`src/cbs_pkg.sv`:
```
package cbs_pkg;

  localparam int BLOCK_COUNT   = 1024;
  localparam int BLOCK_BYTES   = 64;
  localparam int HEADER_BYTES  = 4;
  localparam int PAYLOAD_BYTES = BLOCK_BYTES - HEADER_BYTES;
  localparam int BLK_W         = $clog2(BLOCK_COUNT);
  localparam int CNT_W         = $clog2(BLOCK_COUNT + 1);
  localparam int POS_W         = $clog2(PAYLOAD_BYTES + 1);
  localparam int STORE_DEPTH   = BLOCK_COUNT * PAYLOAD_BYTES;
  localparam int ADDR_W        = $clog2(STORE_DEPTH);
  localparam int LEN_W         = 16;
  localparam int STAMP_W       = 32;
  localparam int IN_TDATA_W    = 72;
  localparam int OUT_TDATA_W   = 64;

  typedef enum logic [1:0] {
    OP_PUT  = 2'd0,
    OP_READ = 2'd1,
    OP_DEL  = 2'd2,
    OP_NOP  = 2'd3
  } op_t;

  typedef struct packed {
    op_t                op;
    logic [7:0]         data_byte;
    logic               last_byte;
    logic               begin_read;
    logic [BLK_W-1:0]   start_block;
    logic [LEN_W-1:0]   length_bytes;
    logic [STAMP_W-1:0] stamp_in;
  } item_t;

  // queue handshake between front and back
  typedef struct packed {
    logic  valid;
    item_t item;
  } q_fwd_t;

  typedef struct packed {
    logic ready;
    logic hold;
  } q_bwd_t;

endpackage

```
`src/cbs_front.sv`:
```
module cbs_front
  import cbs_pkg::*;
(
  input  logic                  clk,
  input  logic                  rst_n,
  input  logic                  in_tvalid,
  output logic                  in_tready,
  input  logic [IN_TDATA_W-1:0] in_tdata,
  input  logic [2:0]            in_tuser,
  input  logic                  in_tlast,
  output q_fwd_t                q_fwd,
  input  q_bwd_t                q_bwd
);

  item_t      mem_r [2];
  logic       wr_ptr_r, wr_ptr_nxt;
  logic       rd_ptr_r, rd_ptr_nxt;
  logic [1:0] cnt_r, cnt_nxt;
  item_t      dec;
  logic       push, pop;

  // classify the incoming word
  always_comb begin
    dec.op           = op_t'(in_tuser[1:0]);
    dec.begin_read   = in_tuser[2];
    dec.last_byte    = in_tlast;
    dec.data_byte    = in_tdata[7:0];
    dec.start_block  = in_tdata[8 +: BLK_W];
    dec.length_bytes = in_tdata[18 +: LEN_W];
    dec.stamp_in     = in_tdata[34 +: STAMP_W];
  end

  assign in_tready = (cnt_r != 2'd2) && !q_bwd.hold;
  assign push      = in_tvalid && in_tready;
  assign q_fwd     = '{valid: (cnt_r != 2'd0), item: mem_r[rd_ptr_r]};
  assign pop       = q_fwd.valid && q_bwd.ready;

  always_comb begin
    wr_ptr_nxt = push ? ~wr_ptr_r : wr_ptr_r;
    rd_ptr_nxt = pop ? ~rd_ptr_r : rd_ptr_r;
    cnt_nxt    = cnt_r + {1'b0, push} - {1'b0, pop};
  end

  always_ff @(posedge clk) begin
    if (!rst_n) begin
      wr_ptr_r <= 1'b0;
      rd_ptr_r <= 1'b0;
      cnt_r    <= 2'd0;
    end else begin
      wr_ptr_r <= wr_ptr_nxt;
      rd_ptr_r <= rd_ptr_nxt;
      cnt_r    <= cnt_nxt;
    end
  end

  always_ff @(posedge clk) begin
    if (push) begin
      mem_r[wr_ptr_r] <= dec;
    end
  end

endmodule

```
`config.mk`:
```
export PLATFORM = sky130hd
export DESIGN_NAME = cbs_front
export DESIGN_NICKNAME = d
export VERILOG_FILES = /design/src/cbs_pkg.sv /design/src/cbs_front.sv
export SDC_FILE = /design/constraint.sdc
export NUM_CORES = 1
export LEC_CHECK = 0
export CAP_MARGIN = 20
export CELL_PAD_IN_SITES_DETAIL_PLACEMENT = 0
export CELL_PAD_IN_SITES_GLOBAL_PLACEMENT = 2
export CORE_ASPECT_RATIO = 1.1
export CORE_UTILIZATION = 45
export CTS_CLUSTER_DIAMETER = 150
export DETAILED_ROUTE_END_ITERATION = 10
export DONT_BUFFER_PORTS = 1
export PLACE_DENSITY = 0.85
export SYNTH_ARGS = -nofsm -noshare
export SYNTH_HDL_FRONTEND = slang
export SYNTH_SLANG_ARGS = --single-unit
```
`constraint.sdc`:
```
create_clock -name clk -period 4.17 [get_ports clk]
set_input_delay 0.834 -clock clk [delete_from_list [all_inputs] [get_ports clk]]
set_output_delay 0.834 -clock clk [all_outputs]
set_load 0.005 [all_outputs]
```
; Yosys cells after proc, flatten, opt, wreduce, memory -nomap -nowiden
; Memory sizes are Yosys's and may differ from the RTL's. A register that Yosys moved wholly into a read port is not among the register bits.
; Index checks and enable logic that the tools add are counted.
[word_totals]
ff_bits = 4
elab_cells = 18
inputBits = 81
mem_bits_rw = 140
memories = 1
output_inout_bits = 72
[memory_table]
columns = name, depth, word_bits, read_ports, rd_clocked_by_memory_dff, wr, line_no
row1 = mem_r, 2, 70, 1, 1, 1, cbs_front.sv:15  ; item_t mem_r [2];
[op_classes]
bitwise = 2
n_eq_ne = 1
muxes = 4
reduce_logical = 5
add_sub_neg = 2
[op_table]
columns = cell, count
row1 = $mux 1, 4
row2 = $logic_and 1x1->1, 3
row3 = $add 2x1->2, 1
row4 = $ne 2x2->1 const B, 1
row5 = $not 1->1, 2
row6 = $reduce_bool 2->1, 1
row7 = $sub 2x1->2, 1
row8 = $logic_not 1->1, 1

; Logic depth before layout (Yosys ltp)
; Gate-level depths: netlist of the first run.
[logic_depth]
ltp_word = 5
ltp_mapped = 9
ltp_nobuf = 9

; Least setup slack after synthesis of the first run
; OpenSTA, ideal clock, no wires.
[synth_path]
path_type = input to register
startpoint = in q_bwd[0] (netlist name)
endpoint = mem mem_r[1][0] (netlist name), enable pin
n_path_buf = 0
setup_slack_ns = 1.001
setup_ns = 0.436
t_required_ns = 3.734
arrival_ns = 2.733
stages = 2
cell_sequence = nor2_1 -> and3_1
[synth_between]
elab_chain_cells = 5
[synth_rtl]
columns = element, line_no
row1 = "start, declared", cbs_front.sv:12  ; input q_bwd_t q_bwd
row2 = $logic_not 1->1, cbs_front.sv:33  ; assign in_tready = (cnt_r != 2'd2) && !q_bwd.hold;
row3 = $logic_and 1x1->1, cbs_front.sv:33
row4 = $logic_and 1x1->1, cbs_front.sv:34  ; assign push = in_tvalid && in_tready;
row5 = $mux 1, cbs_front.sv:57  ; if (push) begin
row6 = $mux 1 (implied by the code), cbs_front.sv:58  ; mem_r[wr_ptr_r] <= dec;
row7 = "end, declared", cbs_front.sv:15
; Every way passes these cells.

==> reports/metrics.cfg, run 1 <==
[drt]
routed_wl_mm = 7.82
vias = 2153
wire_per_inst_um = 18.6
drc = 0
first_pass_iters = 4
viasPerCell = 5.11
ant_nets = 0
drtIter0Drc = 98

[setup_path]
critical_path_class = reg -> out
path_delay_family = flip-flops
cp_max_fo = 70
worst-endpoint-arrival_ns = 1.83
cp.required_ns = 3.34
cp-start-kind = register
slowest_delay_ns = 0.95
rrSetupSlack_ns = 2.06
path_buf_inv = 0
worstPathCellList = mux2_1
crit_slowest_cell = dfxtp_4
end_kind = primary output

[die]
die_y_um = 116
dieWidth_um = 106
dieArea_um2 = 12300
core_area_um2 = 11500
start_util_pct = 46.3
row_count = 41
ios = 153

[placement]
placed_area_um2 = 5460
place_congestion = 0.649
io_buffers = 0

[logic_synthesis]
synth_seq_area_share_pct = 80.8
synth_edf_count = 140
yosys.area_share.simple_pct = 1.41
synthTopCellsByArea = edfxtp_1, mux2_1, dfxtp_1
netlist_area_um2 = 5320
synth_cell_types = 21
syn_nets = 329
postSynthCellCount = 246
synth_top_family_by_area = multiplexers
synth_top_area_share_pct = 79.0
synth_commonest_cells = edfxtp_1, mux2_1, buf_6, dfxtp_1, nor2_1
synth_seq_cells = 145
yosysWarnings = 0
synth_xor_area_share_pct = 0.329
syn_avg_cell_area_um2 = 21.6
synth_ff_type = edfxtp_1
yosysTopAreaCell = edfxtp_1
synth_compound_area_share_pct = 0.353
synth-adder-area-share_pct = 0.470
async_flop_share_pct = 0
synthMuxAreaShare_pct = 14.8
synth.most_common_cell = edfxtp_1

[clock_tree]
clock_sinks = 145
post-cts-setup-buffers = 0
ctsResizeCount = 0
htree_levels = 4
clkTransAtPathRegs_ns = 0.06
cts-root-buf = clkbuf_16
cts_hold_buf = 0
clock_latency_ns = 0.39
cts_made_buffers = 17
tritoncts = built
clock_path_buffers = 2

[sta]
hold_viol = 0
slew_headroom_pct = 34.1
post-route-period-util_pct = 64.0
rsz0062_at_grt = no
setup_viol = 0
tns_ns = 0
period_minus_slack_ns = 2.67
worst_pin_slew_ns = 0.989
drv_slew = 0
max_freq_mhz = 375
fin_skew_ns = 0.00775

[worst_hold_path]
hold_class = reg -> reg

[final_layout]
final_area_um2 = 6040
multiInputGateArea_um2 = 930
fillerInstances = 915
seq_area_um2 = 4310
areaGrowthSynthToFinish_pct = 13.5
num-nets-final = 341
drive_gt1_share_pct = 13.3
diodes = 0

[pwr]
p_per_area_nw_per_um2 = 614
switchingPower_w = 0.000851
peakVddDrop_mv = 0.397
finalPower_w = 0.00371
p_leak_nw = 1.97
p_comb_share_pct = 10.6
clockPowerShare_pct = 39.1
p_int_w = 0.00286
netSwitchingFraction_pct = 22.9
power_frac_seq_pct = 50.3

[grt]
grt_pass1_wl_mm = 11.8
grt_max_degree = 71
antenna_found_initial = 0
grt-ovfl-total = 0
grt_pass1_vias = 2276
grt_use_total_pct = 13.2

[flow_run]
drv_cap = 0

[outcome]
status = finished, final reports clean

[path summary, 6_finish.rpt]
kind / endpoint / depth (start not counted) / from
hold reg to reg: wr_ptr_r / 2 / wr_ptr_r
setup / recovery: q_fwd[28] / 1 / register
hold / removal: wr_ptr_r / 2 / wr_ptr_r
setup reg to reg: mem_r[0][46] / 4 / cnt_r[1]
[registers in the layout, indices dropped and copies added, names as in the netlist, named ones only]
register and flops:
cnt_r 2, mem_r 140, rd_ptr_r 1, wr_ptr_r 1
[layout by cell type (no fill, tap or decap)]
cell type   instances
dfxtp_4             1
nand2b_1            1
or3_1               1
a21oi_1             1
clkbuf_1            3
dfxtp_1             4
and3_4              1
clkinvlp_4          3
edfxtp_1          140
nand2_1             1
clkbuf_16          17
clkinv_2            3
nor2b_4             1
mux2_1             70
buf_12              1
xnor2_1             1
or2_2               1
inv_1               2
clkbuf_8            3
xor2_1              1
o21a_2              1
clkinv_4            1
inv_2               1
nor2_1              4
ha_1                2
and2_1              2
o21ai_0             1
bufinv_16           2
nor3_1              1
[layout make-up]
cell class,instances,share of cell area (%)
multi-input cells,90,15.4
flip-flops and latches,145,71.3
clock buffers,23,7.91
repair buffers,1,0.331
well taps,150,3.11
clock inverters,9,1.76
inverters,3,0.186
[tightest hold or removal path: cells and delay by family, from the launching register on]
kind	cells	cell delay, ns
flip-flops	1	0.32
AO/OA/AOI/OAI	2	0.14
[cell families after synthesis]
logic type	Yosys count
AO/OA/AOI/OAI	3
multiplexers	70
AND/OR/NAND/NOR	13
flip-flops	145
XOR/XNOR	2
buffers and inverters	11
adder cells (fa/ha/maj)	2
[metal layers]
metal,share of wire (%),track usage (%)
met1,37,13.8
met2,51,21.8
met3,10,7.20
met4,1.8,6.02
met5,0,0
[per-stage QoR]
stage / std cells / hold WS (ns) / setup WS, ns / utilization, %
3_3_place_gp: 389 / 0.487 / 1.60 / 47.5
3_5_place_dp: 389 / 0.509 / 1.59 / 47.5
6_report: 421 / 0.510 / 1.50 / 52.6
5_1_grt: 421 / 0.503 / 1.39 / 52.6
2_1_floorplan: 246 / 0.458 / 1.00 / -
4_1_cts: 421 / 0.510 / 1.45 / 52.6
[power by group through the flow]
stage | sequential, W | combinational (W) | clock (W)
2_1_floorplan | 0.00179 | 0.000452 | 0
3_3_place_gp | 0.00189 | 0.000402 | 0
3_5_place_dp | 0.00190 | 0.000400 | 0
4_1_cts | 0.00187 | 0.000405 | 0.00148
5_1_grt | 0.00189 | 0.000433 | 0.00154
6_report | 0.00187 | 0.000394 | 0.00145
(Power assumes the default switching activity.)
==> run 2: changes to the inputs <==
--- a/config.mk
+++ b/config.mk
@@ -9,11 +9,11 @@
 export CELL_PAD_IN_SITES_DETAIL_PLACEMENT = 0
 export CELL_PAD_IN_SITES_GLOBAL_PLACEMENT = 2
 export CORE_ASPECT_RATIO = 1.1
-export CORE_UTILIZATION = 45
+export CORE_UTILIZATION = 41
 export CTS_CLUSTER_DIAMETER = 150
 export DETAILED_ROUTE_END_ITERATION = 10
 export DONT_BUFFER_PORTS = 1
-export PLACE_DENSITY = 0.85
+export PLACE_DENSITY = 0.82
 export SYNTH_ARGS = -nofsm -noshare
 export SYNTH_HDL_FRONTEND = slang
 export SYNTH_SLANG_ARGS = --single-unit
==> constraint.sdc (replaced) <==
create_clock -name clk -period 2.4 [get_ports clk]
set_input_delay 0.48 -clock clk [delete_from_list [all_inputs] [get_ports clk]]
set_output_delay 0.48 -clock clk [all_outputs]
set_load 0.005 [all_outputs]
==> reports/metrics.cfg, run 2 (synthesized netlist as in run 1, its figures left out) <==
[outcome]
status = finished, final reports clean  ; unchanged

[clock_tree]
tritoncts = built  ; unchanged
clock_sinks = 145  ; unchanged
clkTransAtPathRegs_ns = 0.06  ; about the same
ctsResizeCount = 0  ; unchanged
clock_latency_ns = 0.41  ; was 0.39 ns
cts_hold_buf = 0  ; unchanged
clock_path_buffers = 2  ; unchanged
cts-root-buf = clkbuf_16  ; unchanged
htree_levels = 4  ; unchanged
post-cts-setup-buffers = 0  ; unchanged
cts_made_buffers = 17  ; unchanged

[drt]
vias = 2179  ; was 2,153
routed_wl_mm = 8.31  ; was 7.82 mm
first_pass_iters = 4  ; unchanged
drc = 0  ; unchanged
drtIter0Drc = 140  ; was 98
ant_nets = 0  ; unchanged
wire_per_inst_um = 19.3  ; was 18.6 um
viasPerCell = 5.06  ; was 5.11

[sta]
max_freq_mhz = 461
fin_skew_ns = 0.00650  ; was 0.00775 ns
rsz0062_at_grt = no  ; unchanged
drv_slew = 0  ; unchanged
fin_ws_ns = 0.232  ; was 1.50 ns
post-route-period-util_pct = 90.3
setup_viol = 0  ; unchanged
worst_pin_slew_ns = 0.459  ; was 0.989 ns
slew_headroom_pct = 69.4  ; was 34.1%
period_minus_slack_ns = 2.17
tns_ns = 0  ; unchanged
holdWs_ns = 0.163  ; was 0.510 ns
hold_viol = 0  ; unchanged

[pwr]
peakVddDrop_mv = 0.566  ; was 0.397 mV
p_leak_nw = 2.01  ; was 1.97 nW
p_per_area_nw_per_um2 = 1090  ; was 614 nW/um^2
finalPower_w = 0.00668  ; was 0.00371 W

[final_layout]
top_regs = mem_r: 140 flops, cnt_r: 2 flops  ; unchanged
drive_gt1_share_pct = 14.2  ; was 13.3%
final_common_cell = edfxtp_1  ; unchanged
final_core_util_pct = 48.6  ; was 52.6%
areaGrowthSynthToFinish_pct = 15.4  ; was 13.5%
final_cell_mix = edfxtp_1, mux2_1, clkbuf_16  ; unchanged
num-nets-final = 344  ; was 341
diodes = 0  ; unchanged
largest_reg_flops = 140  ; unchanged
top_register = mem_r  ; unchanged

[setup_path]
r2r-start = cnt_r[1]  ; unchanged
worst-endpoint-arrival_ns = 1.69  ; was 1.83 ns
cp.required_ns = 1.92  ; was 3.34 ns
critical_path_class = reg -> out  ; unchanged
cp_max_fo = 29  ; was 70
r2r_cells = 9  ; was 4
cp-start-kind = register  ; unchanged
end_kind = primary output  ; unchanged
reg2reg_to = cnt_r[1]  ; was mem_r[0][46]
rrSetupSlack_ns = 0.60  ; was 2.06 ns

[die]
core_area_um2 = 12600  ; was 11,500 um^2
dieWidth_um = 111  ; was 106 um
die_y_um = 122  ; was 116 um
dieArea_um2 = 13400  ; was 12,300 um^2
start_util_pct = 42.1  ; was 46.3%
ios = 153  ; unchanged
row_count = 43  ; was 41

[placement]
io_buffers = 0  ; unchanged
place_congestion = 0.631  ; was 0.649
place.detailed.hpwl_mm = 5.18
dp_slack_ns = 0.550  ; was 1.59 ns

[grt]
grt_max_degree = 71  ; unchanged
grt_pass1_wl_mm = 12.7  ; was 11.8 mm
grt_pass1_vias = 2462  ; was 2,276
grt_use_total_pct = 13.1  ; was 13.2%
grt-ovfl-total = 0  ; unchanged
antenna_found_initial = 0  ; unchanged

[flow_run]
drv_cap = 0  ; unchanged

[worst_hold_path]
hold_end = mem_r[0][40]  ; was wr_ptr_r
holdPathStages = 0  ; was 2
hold_start = in_tdata[26]  ; was wr_ptr_r
hold_class = in -> reg  ; was reg -> reg

## run 2: changes by cell type in the layout (fill, tap and decap cells not counted), sizes merged
cell	before	now
clkinv	4	8
inv	3	4
clkbuf	23	18
clkinvlp	3	1
buf	1	4
bufinv	2	4
## run 2: worst max-delay path by stage
| stage | from | endpoint | slack [ns] | depth (start not counted) |
|---|---|---|---|---|
| after detailed placement | q_bwd[0] | cnt_r[1] | 0.55 | 8 |
| after global placement | q_bwd[0] | mem_r[0][59] | 0.62 | 4 |
| after floorplan | q_bwd[0] | mem_r[0][0] | 0.28 | 3 |
| after CTS | register | q_fwd[43] | 0.16 | 2 |
| final | register | q_fwd[43] | 0.23 | 2 |
| after global routing | register | q_fwd[43] | 0.13 | 2 |
## run 2: worst max-delay path, stage by stage, from the launching register on
cell	delay, ns
dfxtp_4	0.64
buf_12	0.24
mux2_1	0.39
## run 2: report_power, final
group	switching, W	internal, W	leakage [nW]	total [W]
Combinational	0.000442	0.000391	0.386	0.000833
Sequential	0.000138	0.00301	1.32	0.00315
Clock	0.000963	0.00174	0.303	0.00270
## run 2: final cells by class
| class | count | area [um^2] |
|---|---|---|
| repair buffers | 4 | 80.1 |
| flip-flops and latches | 145 | 4310 |
| fillers | 1024 | 6500 |
| clock buffers | 18 | 429 |
| multi-input cells | 90 | 930 |
| clock inverters | 14 | 186 |
| well taps | 157 | 196 |
| inverters | 3 | 15.0 |
## run 2: stage by stage
step / area (um^2) / cells
2_1_floorplan: 5330 / 246
3_3_place_gp: 5530 / 399
3_5_place_dp: 5530 / 399
4_1_cts: 6140 / 431
5_1_grt: 6140 / 431
6_report: 6140 / 431
## run 2: routing by layer
layer / vias up / global-route usage (%) / share of wire (%)
met5: - / 0 / 0
met1: 1081 / 11.9 / 34
li1: 993 / - / -
met4: 0 / 8.33 / 2.3
met2: 92 / 23.5 / 55
met3: 13 / 5.99 / 7.9
==> run 3: changes to the inputs <==
--- a/config.mk
+++ b/config.mk
@@ -9,11 +9,11 @@
 export CELL_PAD_IN_SITES_DETAIL_PLACEMENT = 0
 export CELL_PAD_IN_SITES_GLOBAL_PLACEMENT = 2
 export CORE_ASPECT_RATIO = 1.1
-export CORE_UTILIZATION = 41
+export CORE_UTILIZATION = 45
 export CTS_CLUSTER_DIAMETER = 150
 export DETAILED_ROUTE_END_ITERATION = 10
 export DONT_BUFFER_PORTS = 1
-export PLACE_DENSITY = 0.82
+export PLACE_DENSITY = 0.84
 export SYNTH_ARGS = -nofsm -noshare
 export SYNTH_HDL_FRONTEND = slang
 export SYNTH_SLANG_ARGS = --single-unit
==> constraint.sdc (replaced) <==
create_clock -name clk -period 2 [get_ports clk]
set_input_delay 0.4 -clock clk [delete_from_list [all_inputs] [get_ports clk]]
set_output_delay 0.4 -clock clk [all_outputs]
set_load 0.005 [all_outputs]
==> reports/metrics.cfg, run 3 (synthesized netlist as in run 1, its figures left out) <==
[grt]
grt_max_degree = 35  ; was 71
grt-ovfl-total = 0  ; unchanged
grt_use_total_pct = 13.3  ; was 13.1%
grt_pass1_wl_mm = 11.8  ; was 12.7 mm
grt_pass1_vias = 2250  ; was 2,462
antenna_found_initial = 0  ; unchanged

[final_layout]
final_cell_mix = edfxtp_1, mux2_1, clkbuf_16  ; unchanged
diodes = 0  ; unchanged
top_register = mem_r  ; unchanged
fillerInstances = 902  ; was 1,024
final_common_cell = edfxtp_1  ; unchanged
drive_gt1_share_pct = 17.6  ; was 14.2%
num-nets-final = 355  ; was 344
top_regs = mem_r: 140 flops, cnt_r: 2 flops  ; unchanged
largest_reg_flops = 140  ; unchanged
fin_cells = 434  ; was 431
areaGrowthSynthToFinish_pct = 16.3  ; was 15.4%

[sta]
fin_ws_ns = 0.149  ; was 0.232 ns
rsz0062_at_grt = no  ; unchanged
setup_viol = 0  ; unchanged
fin_skew_ns = 0.00420  ; was 0.00650 ns
hold_viol = 0  ; unchanged
period_minus_slack_ns = 1.85
max_freq_mhz = 540
slew_headroom_pct = 80.6  ; was 69.4%
worst_pin_slew_ns = 0.290  ; was 0.459 ns
drv_slew = 0  ; unchanged
post-route-period-util_pct = 92.5
tns_ns = 0  ; unchanged

[flow_run]
drv_cap = 0  ; unchanged

[clock_tree]
ctsResizeCount = 0  ; unchanged
tritoncts = built  ; unchanged
clkTransAtPathRegs_ns = 0.06  ; about the same
clock_path_buffers = 2  ; unchanged
cts_made_buffers = 17  ; unchanged
clock_sinks = 145  ; unchanged
htree_levels = 4  ; unchanged
clock_latency_ns = 0.40  ; was 0.41 ns
cts-root-buf = clkbuf_16  ; unchanged

[worst_hold_path]
hold_end = mem_r[1][69]  ; was mem_r[0][40]
hold_start = in_tuser[1]  ; was in_tdata[26]
hold_class = in -> reg  ; unchanged
holdPathStages = 0  ; unchanged

[setup_path]
worst-endpoint-arrival_ns = 1.45  ; was 1.69 ns
worstPathCellList = buf_12 -> mux2_1  ; unchanged
cp.depth = 2  ; unchanged
slowest_delay_ns = 0.45  ; was 0.64 ns
critical_path_class = reg -> out  ; unchanged
path_buf_inv = 1  ; unchanged
cp-start-kind = register  ; unchanged
cp_max_fo = 27  ; was 29
crit_slowest_cell = dfxtp_4  ; unchanged
reg2reg_to = mem_r[0][19]  ; was cnt_r[1]
path_delay_family = flip-flops  ; unchanged
r2r_cells = 4  ; was 9
rrSetupSlack_ns = 0.36  ; was 0.60 ns
end_kind = primary output  ; unchanged
cp.required_ns = 1.60  ; was 1.92 ns
r2r-start = cnt_r[0]  ; was cnt_r[1]

[pwr]
peakVddDrop_mv = 0.755  ; was 0.566 mV
p_leak_nw = 2.05  ; was 2.01 nW
p_per_area_nw_per_um2 = 1260  ; was 1090 nW/um^2

[placement]
io_buffers = 0  ; unchanged
dp_slack_ns = 0.325  ; was 0.550 ns
place_congestion = 0.667  ; was 0.631
place.detailed.hpwl_mm = 5.23  ; was 5.18 mm
dpl.cell_count = 397  ; was 399

[drt]
ant_nets = 0  ; unchanged
wire_per_inst_um = 18.2  ; was 19.3 um
drtIter0Drc = 94  ; was 140
drc = 0  ; unchanged
viasPerCell = 5.05  ; was 5.06
first_pass_iters = 4  ; unchanged
vias = 2190  ; was 2,179
routed_wl_mm = 7.91  ; was 8.31 mm

[die]
dieWidth_um = 106  ; was 111 um
ios = 153  ; unchanged
start_util_pct = 46.3  ; was 42.1%
die_y_um = 116  ; was 122 um
row_count = 41  ; was 43
dieArea_um2 = 12300  ; was 13,400 um^2
core_area_um2 = 11500  ; was 12,600 um^2

[outcome]
status = finished, final reports clean  ; unchanged

## run 3: cell count changes in the layout (fill, tap and decap cells not counted), sizes merged
cell / previous run / this run
buf: 4 / 15
clkinvlp: 1 / 3
inv: 4 / 2
bufinv: 4 / 2
clkbuf: 18 / 19
## run 3: area by class of cell
type | instances | area [um^2] | share of cell area, %
timing repair buffer | 15 | 188 | 3.03
multi-input combinational | 90 | 942 | 15.2
inverter | 3 | 15.0 | 0.242
clock inverter | 12 | 119 | 1.92
clock buffer | 19 | 433 | 6.99
tap | 150 | 188 | 3.03
sequential | 145 | 4310 | 69.6
## run 3: how the worst max path moves through the flow
stage | startpoint | endpoint
final | register | q_fwd[16]
after global routing | register | q_fwd[38]
after CTS | register | q_fwd[16]
after detailed placement | q_bwd[0] | mem_r[0][25]
after global placement | q_bwd[0] | mem_r[0][20]
after floorplan | q_bwd[0] | mem_r[0][0]
## run 3: where the power goes
part           leakage [nW]  switching (W)  internal, W  total (W)
Sequential             1.33      0.0000989      0.00362    0.00372
Clock                 0.265        0.00108      0.00181    0.00289
Combinational         0.458       0.000611     0.000562    0.00117
## run 3: per-layer routing
metal,wire length [um],GRT usage [%],vias to the layer above
met3,865,7.26,7
met5,0,0,-
met4,98,6.85,0
li1,-,-,1014
met2,4040,22.2,94
met1,2910,13.6,1075
## run 3: per-stage QoR
| stage | hold WS (ns) | power [W] | util [%] | instance area, um^2 |
|---|---|---|---|---|
| finish | 0.0956 | 0.00778 | 53.9 | 6190 |
| global route | 0.0646 | 0.00813 | 53.9 | 6190 |
| CTS | 0.0726 | 0.00785 | 53.5 | 6150 |
| detailed placement | 0.496 | 0.00492 | 48.7 | 5600 |
| global placement | 0.484 | 0.00490 | 48.7 | 5600 |
| floorplan | 0.462 | 0.00468 | - | 5340 |
## run 3: timing repair
| action | 4_1_cts | 5_1_grt |
|---|---|---|
| setup endpoints to repair | 0 | 32 |
| buffers inserted | 0 | 6 |
| hold buffers | 0 | 0 |
